$ cat src/design/cdq_pkg.sv
// ----------------------------------------------------------------------------
// cdq_pkg
// Types and constants for the circular deque.
// ----------------------------------------------------------------------------
package cdq_pkg;

  localparam int unsigned DATA_W    = 32;
  localparam int unsigned CMD_W     = 3;
  localparam int unsigned STAT_W    = 2;
  localparam int unsigned M_TDATA_W = 104;

  typedef enum logic [CMD_W-1:0] {
    CMD_PUSH_FRONT = 3'd0,
    CMD_PUSH_REAR  = 3'd1,
    CMD_POP_FRONT  = 3'd2,
    CMD_POP_REAR   = 3'd3,
    CMD_QUERY      = 3'd4
  } cmd_e;

  typedef enum logic [STAT_W-1:0] {
    STAT_DONE       = 2'd0,
    STAT_FULL       = 2'd1,
    STAT_POP_EMPTY  = 2'd2
  } status_e;

  typedef enum logic {
    ST_IDLE = 1'b0,
    ST_READ = 1'b1
  } state_e;

  // Result item, laid out as on m_axis_tdata (last member in the lowest bits).
  typedef struct packed {
    logic [3:0]        pad;
    logic              is_empty;
    logic              is_full;
    logic [DATA_W-1:0] rear_value;
    logic [DATA_W-1:0] front_value;
    logic [DATA_W-1:0] popped_value;
    status_e           status;
  } res_t;

endpackage

$ cat src/design/circular_deque_top.sv
// Push, query, refused op, pop of the last element: result registered on accept.
// Pop leaving elements behind: slot memory read of the new end, then result registered.
// Throughput: 1 item per cycle for pushes and queries unless the result side stalls;
//   such a pop holds off new items until the read is done and its result is loaded.
// Reset: asynchronous, active low; deque empty, indices zero, no result pending.
// ----------------------------------------------------------------------------
// circular_deque_top
// Double-ended queue in a circular slot memory with wrapping front and rear
// indices. Front and rear values are cached in registers; a pop that leaves
// elements refetches the new end element from memory. One result item per input item.
// ----------------------------------------------------------------------------
module circular_deque_top
  import cdq_pkg::*;
#(
  parameter int unsigned DEPTH = 8
) (
  input  logic                 clk_i,
  input  logic                 rst_ni,
  // Input items
  input  logic                 s_axis_tvalid,
  output logic                 s_axis_tready,
  input  logic [DATA_W-1:0]    s_axis_tdata,   // [31:0] data_in
  input  logic [CMD_W-1:0]     s_axis_tuser,   // [2:0] cmd
  // Result items
  output logic                 m_axis_tvalid,
  input  logic                 m_axis_tready,
  // [1:0] status, [33:2] popped_value, [65:34] front_value,
  // [97:66] rear_value, [98] is_full, [99] is_empty, [103:100] zero
  output logic [M_TDATA_W-1:0] m_axis_tdata
);

  localparam int unsigned IDX_W = $clog2(DEPTH);

  // Wrap helpers for arbitrary depth.
  function automatic logic [IDX_W-1:0] idx_next(input logic [IDX_W-1:0] i);
    return (i == IDX_W'(DEPTH - 1)) ? '0 : IDX_W'(i + 1'b1);
  endfunction

  function automatic logic [IDX_W-1:0] idx_prev(input logic [IDX_W-1:0] i);
    return (i == '0) ? IDX_W'(DEPTH - 1) : IDX_W'(i - 1'b1);
  endfunction

  // --------------------------------------------------------------------------
  // State
  // --------------------------------------------------------------------------
  state_e            state_q, state_d;
  logic [IDX_W-1:0]  front_idx_q, front_idx_d;
  logic [IDX_W-1:0]  rear_idx_q, rear_idx_d;
  logic              empty_q, empty_d;
  logic [DATA_W-1:0] front_val_q, front_val_d;   // cached slot at front index
  logic [DATA_W-1:0] rear_val_q, rear_val_d;     // cached slot at rear index
  logic [DATA_W-1:0] popped_q, popped_d;         // value held across the read
  logic              pop_front_q, pop_front_d;   // side of the pending pop
  logic              m_valid_q, m_valid_d;
  res_t              res_q, res_d;

  // Slot memory: one write port, one registered read port.
  logic [DATA_W-1:0] mem_q [DEPTH];
  logic [DATA_W-1:0] rd_data_q;
  logic              mem_we;
  logic [IDX_W-1:0]  mem_waddr;
  logic [DATA_W-1:0] mem_wdata;
  logic              rd_en;
  logic [IDX_W-1:0]  rd_addr;

  // Control
  logic              out_free;
  logic              accept;
  logic              need_read;
  logic              res_load;
  status_e           res_status;
  cmd_e              cmd;
  logic [DATA_W-1:0] data_in;

  assign cmd     = cmd_e'(s_axis_tuser);
  assign data_in = s_axis_tdata;

  // Output stage is free when empty or being drained this cycle.
  assign out_free = !m_valid_q || m_axis_tready;
  assign accept   = s_axis_tvalid && s_axis_tready;

  // --------------------------------------------------------------------------
  // FSM: next state
  // --------------------------------------------------------------------------
  always_comb begin
    state_d = state_q;
    unique case (state_q)
      ST_IDLE: begin
        if (accept && need_read) begin
          state_d = ST_READ;
        end
      end
      ST_READ: begin
        if (out_free) begin
          state_d = ST_IDLE;
        end
      end
      default: state_d = ST_IDLE;
    endcase
  end

  // --------------------------------------------------------------------------
  // FSM: outputs
  // --------------------------------------------------------------------------
  always_comb begin
    s_axis_tready = 1'b0;
    unique case (state_q)
      ST_IDLE: s_axis_tready = out_free;
      ST_READ: s_axis_tready = 1'b0;
      default: s_axis_tready = 1'b0;
    endcase
  end

  // --------------------------------------------------------------------------
  // Datapath: update indices, cached ends and memory; build the result item
  // --------------------------------------------------------------------------
  always_comb begin
    front_idx_d = front_idx_q;
    rear_idx_d  = rear_idx_q;
    empty_d     = empty_q;
    front_val_d = front_val_q;
    rear_val_d  = rear_val_q;
    popped_d    = popped_q;
    pop_front_d = pop_front_q;
    mem_we      = 1'b0;
    mem_waddr   = '0;
    mem_wdata   = data_in;
    rd_en       = 1'b0;
    rd_addr     = '0;
    need_read   = 1'b0;
    res_load    = 1'b0;
    res_status  = STAT_DONE;

    if (state_q == ST_IDLE && accept) begin
      res_load = 1'b1;
      popped_d = '0;
      case (cmd) inside
        CMD_PUSH_FRONT, CMD_PUSH_REAR: begin
          if (!empty_q && idx_next(rear_idx_q) == front_idx_q) begin
            // Full: refuse, leave state alone.
            res_status = STAT_FULL;
          end else if (empty_q) begin
            // First element always lands in slot zero.
            front_idx_d = '0;
            rear_idx_d  = '0;
            empty_d     = 1'b0;
            front_val_d = data_in;
            rear_val_d  = data_in;
            mem_we      = 1'b1;
            mem_waddr   = '0;
          end else if (cmd == CMD_PUSH_FRONT) begin
            front_idx_d = idx_prev(front_idx_q);
            front_val_d = data_in;
            mem_we      = 1'b1;
            mem_waddr   = idx_prev(front_idx_q);
          end else begin
            rear_idx_d = idx_next(rear_idx_q);
            rear_val_d = data_in;
            mem_we     = 1'b1;
            mem_waddr  = idx_next(rear_idx_q);
          end
        end
        CMD_POP_FRONT, CMD_POP_REAR: begin
          if (empty_q) begin
            res_status = STAT_POP_EMPTY;
          end else begin
            popped_d    = (cmd == CMD_POP_FRONT) ? front_val_q : rear_val_q;
            pop_front_d = (cmd == CMD_POP_FRONT);
            if (front_idx_q == rear_idx_q) begin
              // Last element gone: back to the empty state.
              front_idx_d = '0;
              rear_idx_d  = '0;
              empty_d     = 1'b1;
            end else begin
              // Fetch the new end element; result follows after the read.
              need_read = 1'b1;
              res_load  = 1'b0;
              rd_en     = 1'b1;
              if (cmd == CMD_POP_FRONT) begin
                front_idx_d = idx_next(front_idx_q);
                rd_addr     = idx_next(front_idx_q);
              end else begin
                rear_idx_d = idx_prev(rear_idx_q);
                rd_addr    = idx_prev(rear_idx_q);
              end
            end
          end
        end
        default: begin
          // Query and unused codes: report only.
        end
      endcase
    end else if (state_q == ST_READ && out_free) begin
      res_load = 1'b1;
      if (pop_front_q) begin
        front_val_d = rd_data_q;
      end else begin
        rear_val_d = rd_data_q;
      end
    end

    // Result from the post-operation state.
    res_d.pad          = '0;
    res_d.status       = res_status;
    res_d.popped_value = popped_d;
    res_d.front_value  = empty_d ? '0 : front_val_d;
    res_d.rear_value   = empty_d ? '0 : rear_val_d;
    res_d.is_full      = !empty_d && (idx_next(rear_idx_d) == front_idx_d);
    res_d.is_empty     = empty_d;
  end

  // Hold the result until taken; load a new one only into a free stage.
  always_comb begin
    if (res_load) begin
      m_valid_d = 1'b1;
    end else if (m_axis_tready) begin
      m_valid_d = 1'b0;
    end else begin
      m_valid_d = m_valid_q;
    end
  end

  // --------------------------------------------------------------------------
  // Registers
  // --------------------------------------------------------------------------
  always_ff @(posedge clk_i or negedge rst_ni) begin
    if (!rst_ni) begin
      state_q     <= ST_IDLE;
      front_idx_q <= '0;
      rear_idx_q  <= '0;
      empty_q     <= 1'b1;
      pop_front_q <= 1'b0;
      m_valid_q   <= 1'b0;
    end else begin
      state_q     <= state_d;
      front_idx_q <= front_idx_d;
      rear_idx_q  <= rear_idx_d;
      empty_q     <= empty_d;
      pop_front_q <= pop_front_d;
      m_valid_q   <= m_valid_d;
    end
  end

  // Payload: no reset needed.
  always_ff @(posedge clk_i) begin
    front_val_q <= front_val_d;
    rear_val_q  <= rear_val_d;
    popped_q    <= popped_d;
    if (res_load) begin
      res_q <= res_d;
    end
  end

  // Slot memory write and registered read.
  always_ff @(posedge clk_i) begin
    if (mem_we) begin
      mem_q[mem_waddr] <= mem_wdata;
    end
    if (rd_en) begin
      rd_data_q <= mem_q[rd_addr];
    end
  end

  assign m_axis_tvalid = m_valid_q;
  assign m_axis_tdata  = res_q;

endmodule

$ cat config.mk
export PLATFORM = sky130hd
export DESIGN_NAME = circular_deque_top
export DESIGN_NICKNAME = d
export VERILOG_FILES = /design/src/design/cdq_pkg.sv /design/src/design/circular_deque_top.sv
export SDC_FILE = /design/constraint.sdc
export NUM_CORES = 1
export LEC_CHECK = 0
export BUFFER_PORTS_ARGS = -buffer_cell sky130_fd_sc_hd__buf_2
export CORE_MARGIN = 10
export CORE_UTILIZATION = 55
export DETAILED_ROUTE_END_ITERATION = 12
export PLACE_DENSITY_LB_ADDON = 0.05
export REMOVE_ABC_BUFFERS = 1
export SLEW_MARGIN = 20
export SYNTH_ARGS = -nofsm -noshare
export SYNTH_HDL_FRONTEND = slang
export SYNTH_SLANG_ARGS = --single-unit
$ cat constraint.sdc
create_clock -name clk_i -period 19.05 [get_ports clk_i]
set_input_delay 3.81 -clock clk_i [delete_from_list [all_inputs] [get_ports clk_i]]
set_output_delay 3.81 -clock clk_i [all_outputs]
set_load 0.005 [all_outputs]
* Yosys cells after proc, flatten, opt, wreduce, memory -nomap -nowiden
Memories as Yosys holds them, arrays and structs flattened. A register that Yosys moved wholly into a read port is not among the register bits.
Index checks and enable logic that the tools add are counted.
W data, S select, Z words.
** Storage, ports and cells
- Register bits after elaboration :: 206
- Latch bits :: 0
- RAM bits :: 256
- Memory bits (read-only) :: 0
- Output and inout bits :: 106
- Word-level logic and storage cells :: 133
- Memories :: 1
** Cells by class
- Add/sub/neg operators :: 5
- Multiply operators :: 0
- Divide/modulo/power cells :: 0
- $lt $le $gt $ge :: 0
- Eq/ne operators :: 9
- Shifts and indexed selects :: 0
- Multiplexer cells :: 83
- Bitwise gates (word level) :: 3
- Reduce and logical (&&, ||, !) cells :: 17
** Memory list
- mem_q :: depth 8, bits a word 32, rd ports 1, clocked after Yosys merged registers in 1, write ports 1, line circular_deque_top.sv:58 : logic [DATA_W-1:0] mem_q [DEPTH];
** Operator list (number)
- $mux W32 :: 19
- $mux W3 :: 34
- $mux W1 :: 25
- $add A3 B1 Y3 const B :: 3
- $eq A3 B3 Y1 :: 3
- $eq A3 B3 Y1 const B :: 3
- $logic_not A3 Y1 :: 3
- $eq A3 B2 Y1 const B :: 2
- $logic_and A1 B1 Y1 :: 6
- $mux W2 :: 3
- $sub A3 B1 Y3 const B :: 2
- $pmux W1 S2 :: 2
- $reduce_and A4 Y1 :: 1
- $reduce_or A2 Y1 :: 2
- $eq A3 B1 Y1 const B :: 1
- $logic_not A1 Y1 :: 3
- $not A1 Y1 :: 3
- $reduce_bool A2 Y1 :: 1
- $logic_or A1 B1 Y1 :: 1

* Longest topological paths before layout
Gate-level depths: netlist of the first run.
- Depth after elaboration :: 12
- Depth in mapped cells :: 14

* Least setup slack after synthesis of the first run
OpenSTA, ideal clock, no wires.
- Path kind :: input to register
- From :: in s_axis_tvalid
- To :: reg m_valid_q, in the netlist m_axis_tvalid
- Library setup time :: 0.110 ns
- Arrival time :: 12.087 ns
- Setup slack :: 6.853 ns
- Stages on the path :: 5
- Buffers on the path :: 1
- Cell sequence :: nor2b_1 -> nand2_1 -> clkbuf_1 -> o21ai_0 -> or2_2
** Between the ends
- Longest elaborated chain between the ends :: 4
- Elaborated cells on any way between the ends :: 5
** Ends and longest elaborated chain
- start, declared :: line circular_deque_top.sv:20 : input logic s_axis_tvalid,
- $logic_and A1 B1 Y1 :: line circular_deque_top.sv:80 : assign accept = s_axis_tvalid && s_axis_tready;
- $logic_and A1 B1 Y1 :: line circular_deque_top.sv:134 : if (state_q == ST_IDLE && accept) begin
- $mux W1 :: line circular_deque_top.sv:134
- $mux W1 :: line circular_deque_top.sv:214 : if (res_load) begin
- via m_valid_d :: line circular_deque_top.sv:54 : logic m_valid_q, m_valid_d;
- end signal, assigned :: line circular_deque_top.sv:240 : m_valid_q <= m_valid_d;
- end, declared :: line circular_deque_top.sv:54
The timed path passes the listed nets, and every way through them passes these cells.
A chain may end at the register's enable or synchronous reset.

* Worst setup path after layout of the first run
- From :: in m_axis_tready
- To :: out s_axis_tready
** Between the ends
- Longest elaborated chain between the ends :: 2
** Ends and longest elaborated chain
- start, declared :: line circular_deque_top.sv:26 : input logic m_axis_tready,
- $logic_or A1 B1 Y1 :: line circular_deque_top.sv:79 : assign out_free = !m_valid_q || m_axis_tready;
- $pmux W1 S2 :: line circular_deque_top.sv:107 : unique case (state_q)
- end, declared :: line circular_deque_top.sv:21 : output logic s_axis_tready,
Every way passes these cells.

==> metrics.md, run 1 <==
| Metric | Value |
|---|---|
| Run status | completed |
| CORE AREA | 0.03471 mm² |
| Peak supply drop | 0.00009854 V |
| Main combinational cell family by area after synthesis | multiplexers |
| Synth cell types | 56 |
| Mapped Cells | 1274 |
| Commonest non-fill, non-tap cells in the layout | 388 x edfxtp_1, 224 x mux2i_1, 140 x buf_2 |
| Pre-antenna DRT Iters | 5 |
| Worst slew pin tran | 1.070 ns |
| Synth Register Bits | 494 |
| Clock Tree Buf Depth | 3 |
| CTS tree | yes |
| DR vias/cell | 5.914 |
| Initial antenna violation count | 0 |
| Max Slew Vio Count | 0 |
| Crit Path Class | input port to primary output |
| Fraction of synthesized cell area in xor and xnor cells | 0.3599% |
| Relative slew slack | 28.70% |
| Worst endpoint required time | 15.24 ns |
| Post-Syn Area | 0.01947 mm² |
| DP Area | 0.02074 mm² |
| Tightest Hold Check Type | flop to flop |
| Max FO, Critical Path | 4 |
| Leakage power | 0.008534 µW |
| Avg WL per Cell | 24.17 µm |
| Synth Area in Compound Gates | 8.418% |
| Post-route ant nets | 0 |
| Die area | 0.04333 mm² |
| Vias | 11308 |
| CTS Sinks | 494 |
| Fin nets | 1465 |
| Crit path launch type | input port |
| Clock Skews | 0.01448 ns |
| Mean Syn Cell Area | 15.28 µm² |
| Post-DP HPWL | 25440 µm |
| Worst-path clk slew | 0.06 ns |
| Number of global-route vias before repair | 11292 |
| ANT cells | 0 |
| Final min period | 8.135 ns |
| Register area share after synthesis | 71.00% |
| Most common cell after layout, fill and taps aside | edfxtp_1 |
| Residual DRC count | 0 |
| Power Density | 141.7 mW/mm² |
| # Post-CTS Setup Buffers | 0 |
| Layout cells sized above 1 | 21.07% |
| RSZ-0062 raised after global routing | no |
| Skew-Pair Late Insertion Delay | 0.58 ns |
| # rows | 68 |
| Width of the chip | 208.2 µm |
| Vert. Die Dim | 208.2 µm |
| RD Place Congestion | 0.8947 |
| Post-synthesis mux area share | 13.37% |
| Largest net degree at the start of global routing | 68 |
| Iter 0 DRT Violations | 821 |
| Max Freq | 122.9 MHz |
| Arr. time, crit path | 4.32 ns |
| Ys flop type | edfxtp_1 |
| EDFF count, synth | 388 |
| Worst hold margin | 0.4623 ns |
| Total power | 3166 µW |
| Simple-gate share of the synthesized area | 4.132% |
| Root Driver | clkbuf_16 |
| Final Cycle Share | 42.70% |
| First-pass GRT wire length | 69960 µm |
| Final setup fails | 0 |
| Asr flop ratio synth | 2.024% |
| Total global routing overflow | 0 |
| Filler Cells Inserted | 2567 |
| Num CTS Buffers | 49 |
| Port Buffers | 140 |
| Crit. End Element | primary output |
| H-tree Lvls | 2 |
| Setup TNS | 0 ns |
| Non-Filler Cell Area, Final | 0.02235 mm² |
| Hold violation count in the final report | 0 |
| Cts hold-fix bufs | 0 |
| Cts repair resizes | 0 |
| Overall routing resource usage | 20.82% |
| Adder-Cell Fraction of Synth Area | 0.6426% |
| Routed WL | 46210 µm |
| Initial Util | 56.09% |
| Yosys warning count | 0 |
| Area Overhead vs Synth | 14.80% |
| # IOs | 145 |
| MaxCap Viol Count | 0 |
area by class of cell:
class / instances / area [µm²] / share of cell area [%]
clock inverter: 25 / 221.5 / 0.9908
inverter: 6 / 22.52 / 0.1008
tap: 455 / 569.3 / 2.547
sequential: 494 / 13820 / 61.85
timing repair buffer: 166 / 899.6 / 4.025
multi-input combinational: 699 / 5428 / 24.28
clock buffer: 67 / 1386 / 6.202
routing by layer:
layer  global-route usage [%]  vias up  wire length (µm)
met2                    33.10      351             21670
li1                         -     5137                 -
met5                        0        -                 0
met1                    28.41     5741             20770
met4                    6.426        0               965
met3                    4.074       79              2802
report_power, final:
part	switching (µW)	total, µW	leakage (µW)	internal, µW
clock network	395	958	0.000796	563
registers	84.2	1510	0.00450	1420
logic	430	700	0.00324	270
total	910	3170	0.00853	2260
logic make-up (layout without fill, tap and decap cells):
logic type	after synthesis	in the layout
xor gates and xnor gates	8	8
buffers and inverters	84	264
other	1	4
and+or+nand+nor	180	180
muxes	256	256
DFF	494	494
adders and majority gates	10	10
AOI/OAI and AO/OA	241	241
state kept, by name, indices dropped and copies added (netlist names):
name,count
m_axis_tvalid,1
rd_data_q,32
rear_val_q,32
front_idx_q,3
popped_q,32
state_q,1
empty_q,1
mem_q,256
front_val_q,32
m_axis_tdata,100
pop_front_q,1
rear_idx_q,3
worst max-delay path, stage by stage:
cell and delay (ns):
buf_2 0.11, nor2b_1 0.21, nor2_1 0.06, buf_2 0.13
worst paths after layout:
| path | startpoint | end | slack (ns) | cells after the start |
|---|---|---|---|---|
| setup reg to reg | empty_q$_DFF_PN1_ | rd_data_q[22]$_DFFE_PP_ | 14.92 | 9 |
| hold reg to reg | popped_q[22]$_DFF_P_ | popped_q[22]$_DFF_P_ | 0.46 | 2 |
| min in group asynchronous | rst_ni | front_idx_q[0]$_DFF_PN0_ | 3.10 | 1 |
| setup / recovery | m_axis_tready | s_axis_tready | 10.92 | 4 |
| hold / removal | popped_q[22]$_DFF_P_ | popped_q[22]$_DFF_P_ | 0.46 | 2 |
| max in group asynchronous | rst_ni | empty_q$_DFF_PN1_ | 15.67 | 1 |
per-stage QoR:
step | instances | util (%) | setup slack [ns]
floorplan | 1199 | - | 0.2107
CTS | 1912 | 64.39 | 10.91
global route | 1912 | 64.39 | 10.83
global placement | 1820 | 59.75 | 10.94
detailed placement | 1820 | 59.76 | 10.91
finish | 1912 | 64.39 | 10.92
cell usage after synthesis, drive strengths merged, types with 4 or more instances:
master	instances	area [µm²]
edfxtp	388	11650
mux2i	224	2242
nand2	114	427.9
dfxtp	96	1922
a21oi	50	254.0
buf	46	257.7
o21ai	43	215.2
a21o	35	262.8
a22oi	33	247.7
a22o	32	280.3
clkbuf	32	120.1
mux2	32	360.4
o21a	31	232.7
nor2	19	71.32
nor3	14	75.07
ha	10	125.1
dfrtp	9	225.2
inv	6	22.52
xnor2	6	52.55
nand3	5	25.02
and3	4	25.02
Note: power is estimated with default switching activity, not from simulation.
==> run 2, diff against run 1 <==
==> constraint.sdc (replaced) <==
create_clock -name clk_i -period 8 [get_ports clk_i]
set_input_delay 1.6 -clock clk_i [delete_from_list [all_inputs] [get_ports clk_i]]
set_output_delay 1.6 -clock clk_i [all_outputs]
set_load 0.005 [all_outputs]
==> run 2 against run 1 <==
Against the previous run: setup slack got worse by 7.3 ns; core utilization shrank 0.054 points; sequential cell count unchanged; via count fell by 0.61%; cell area about the same; sequential share of layout area grew 0.052 points; hold slack barely moved; clock-buffer cell count up 2; critical path depth up 7; clock power up 130%; critical path type is now input port to flop; critical endpoint is now rd_data_q[31]$_DFFE_PP_; highest routed layer unchanged.
==> metrics.md, run 2 (synthesis results as in run 1) <==
| Metric | Value |
|---|---|
| Run status | completed |
| Die area | 0.04333 mm² (unchanged) |
| Final Cycle Share | 54.26% |
| Worst endpoint required time | 8.33 ns (-6.91 ns) |
| Crit Path Class | input port to flop |
| Fin nets | 1467 (+0.14%) |
| DR vias/cell | 5.881 (-0.56%) |
| Routed WL | 45130 µm (-2.3%) |
| Commonest non-fill, non-tap cells in the layout | 388 x edfxtp_1, 224 x mux2i_1, 140 x buf_2 |
| Post-DP HPWL | 25940 µm (+2.0%) |
| Vert. Die Dim | 208.2 µm (unchanged) |
| Crit. End Element | flop |
| Cts repair resizes | 0 (unchanged) |
| Initial Util | 56.09% (unchanged) |
| Reg2Reg Depth | 12 (+3) |
| Avg WL per Cell | 23.62 µm (-2.3%) |
| MaxCap Viol Count | 0 (unchanged) |
| Final Non-Filler Cells | 1911 (-0.052%) |
| Cts hold-fix bufs | 0 (unchanged) |
| Max reg flops | 256 (unchanged) |
| R2R Path End | m_axis_tdata[71]$_SDFFCE_PP0P_ |
| Total global routing overflow | 0 (unchanged) |
| Hold Path End | front_val_q[9]$_DFF_P_ |
| Crit path launch type | input port |
| Hold violation count in the final report | 0 (unchanged) |
| Max Freq | 230.4 MHz |
| Worst-path clk slew | 0.06 ns (about the same) |
| Peak supply drop | 0.0002489 V (+150%) |
| Clock Tree Buf Depth | 3 (unchanged) |
| CP max stage cell | buf_4 |
| Most common cell after layout, fill and taps aside | edfxtp_1 |
| R2R Path Start | rear_idx_q[0]$_DFF_PN0_ |
| CORE AREA | 0.03471 mm² (unchanged) |
| HP Start | front_val_q[9]$_DFF_P_ |
| RD Place Congestion | 0.8759 (-2.1%) |
| Layout cells sized above 1 | 20.95% (-0.12 points) |
| RSZ-0062 raised after global routing | no |
| H-tree Lvls | 2 (unchanged) |
| # Post-CTS Setup Buffers | 0 (unchanged) |
| Clock Skews | 0.01735 ns (+0.002873 ns) |
| ANT cells | 0 (unchanged) |
| Num CTS Buffers | 49 (unchanged) |
| CTS Sinks | 494 (unchanged) |
| Skew-Pair Late Insertion Delay | 0.57 ns (about the same) |
| Root Driver | clkbuf_16 |
| Tightest Hold Check Type | flop to flop |
| Arr. time, crit path | 4.67 ns (+0.35 ns) |
| Placed cells | 1820 (unchanged) |
| Hold path depth | 2 (unchanged) |
| Worst-path cell chain | buf_2, nor3b_2, nand3_2, buf_4, nor2_4, buf_4, o21ai_4, buf_4, buf_4, mux2i_1, mux2_2 |
| # rows | 68 (unchanged) |
| Number of global-route vias before repair | 11206 (-0.76%) |
| Area Overhead vs Synth | 14.70% (about the same) |
| Relative slew slack | 39.44% (+11 points) |
| Iter 0 DRT Violations | 826 (+0.61%) |
| Port Buffers | 140 (unchanged) |
| Initial antenna violation count | 0 (unchanged) |
| Max Slew Vio Count | 0 (unchanged) |
| R2R Setup Slk | 3.84 ns (-11.08 ns) |
| Overall routing resource usage | 20.51% (-0.31 points) |
| Reg with most FFs | mem_q |
| Critical Path Max Stage Delay | 0.62 ns (+0.41 ns) |
| Residual DRC count | 0 (unchanged) |
| # IOs | 145 (unchanged) |
| Vias | 11239 (-0.61%) |
| Worst Setup SP | s_axis_tuser[1] |
| Worst slew pin tran | 0.9084 ns (-0.1611 ns) |
| Most common cell on crit path | buf_4 |
| Max FO, Critical Path | 39 (+35) |
| Pre-antenna DRT Iters | 5 (unchanged) |
| Worst hold margin | 0.4626 ns (+0.0002770 ns) |
| Final setup fails | 0 (unchanged) |
| Post-route ant nets | 0 (unchanged) |
| Width of the chip | 208.2 µm (unchanged) |
| Largest net degree at the start of global routing | 69 (+1.5%) |
| Final min period | 4.341 ns |
| Power Density | 332.9 mW/mm² (+130%) |
| Leakage power | 0.008512 µW (-0.26%) |
| First-pass GRT wire length | 68990 µm (-1.4%) |
| CTS tree | yes |
==> run 2: cell type report <==
class / count / area [µm²]
clock buffer: 69 / 1371
tap: 455 / 569.3
sequential: 494 / 13820
fill: 2638 / 12380
inverter: 6 / 22.52
multi-input combinational: 699 / 5428
timing repair buffer: 168 / 963.4
clock inverter: 20 / 153.9
==> run 2: worst max-delay path, delay by kind of cell <==
family / cells / cell delay, ns
buf+inv: 5 / 2.11
simple gates: 3 / 0.33
compound gates: 1 / 0.12
mux: 2 / 0.45
==> run 2: worst max path at each step <==
stage,endpoint,slack [ns],depth (start not counted)
global placement,rd_data_q[10]$_DFFE_PP_,3.14,11
finish,rd_data_q[31]$_DFFE_PP_,3.66,11
global route,rd_data_q[22]$_DFFE_PP_,3.44,11
CTS,rd_data_q[18]$_DFFE_PP_,3.66,11
detailed placement,rd_data_q[0]$_DFFE_PP_,3.04,11
floorplan,rd_data_q[0]$_DFFE_PP_,-8.63,6
==> run 2: metrics by stage <==
step	utilization (%)	area, µm²	setup TNS (ns)	setup WS, ns	power [µW]
4_1_cts	64.21	22290	0	3.658	7493
5_1_grt	64.33	22330	0	3.442	7805
6_report	64.33	22330	0	3.659	7435
3_3_place_gp	59.82	20760	0	3.138	5278
3_5_place_dp	59.82	20760	0	3.044	5301
2_1_floorplan	-	19100	-506.19	-8.629	4715
==> run 2: where the power goes <==
group | switching (µW) | internal, µW
clock | 924 | 1260
combinational | 1010 | 652
sequential | 202 | 3390
==> run 2: routing by layer <==
layer / track usage, % / vias up / routed length [µm]
met5: 0 / - / 0
li1: - / 5137 / -
met3: 3.639 / 59 / 2633
met1: 28.39 / 5707 / 20090
met2: 32.61 / 336 / 21560
met4: 5.953 / 0 / 850
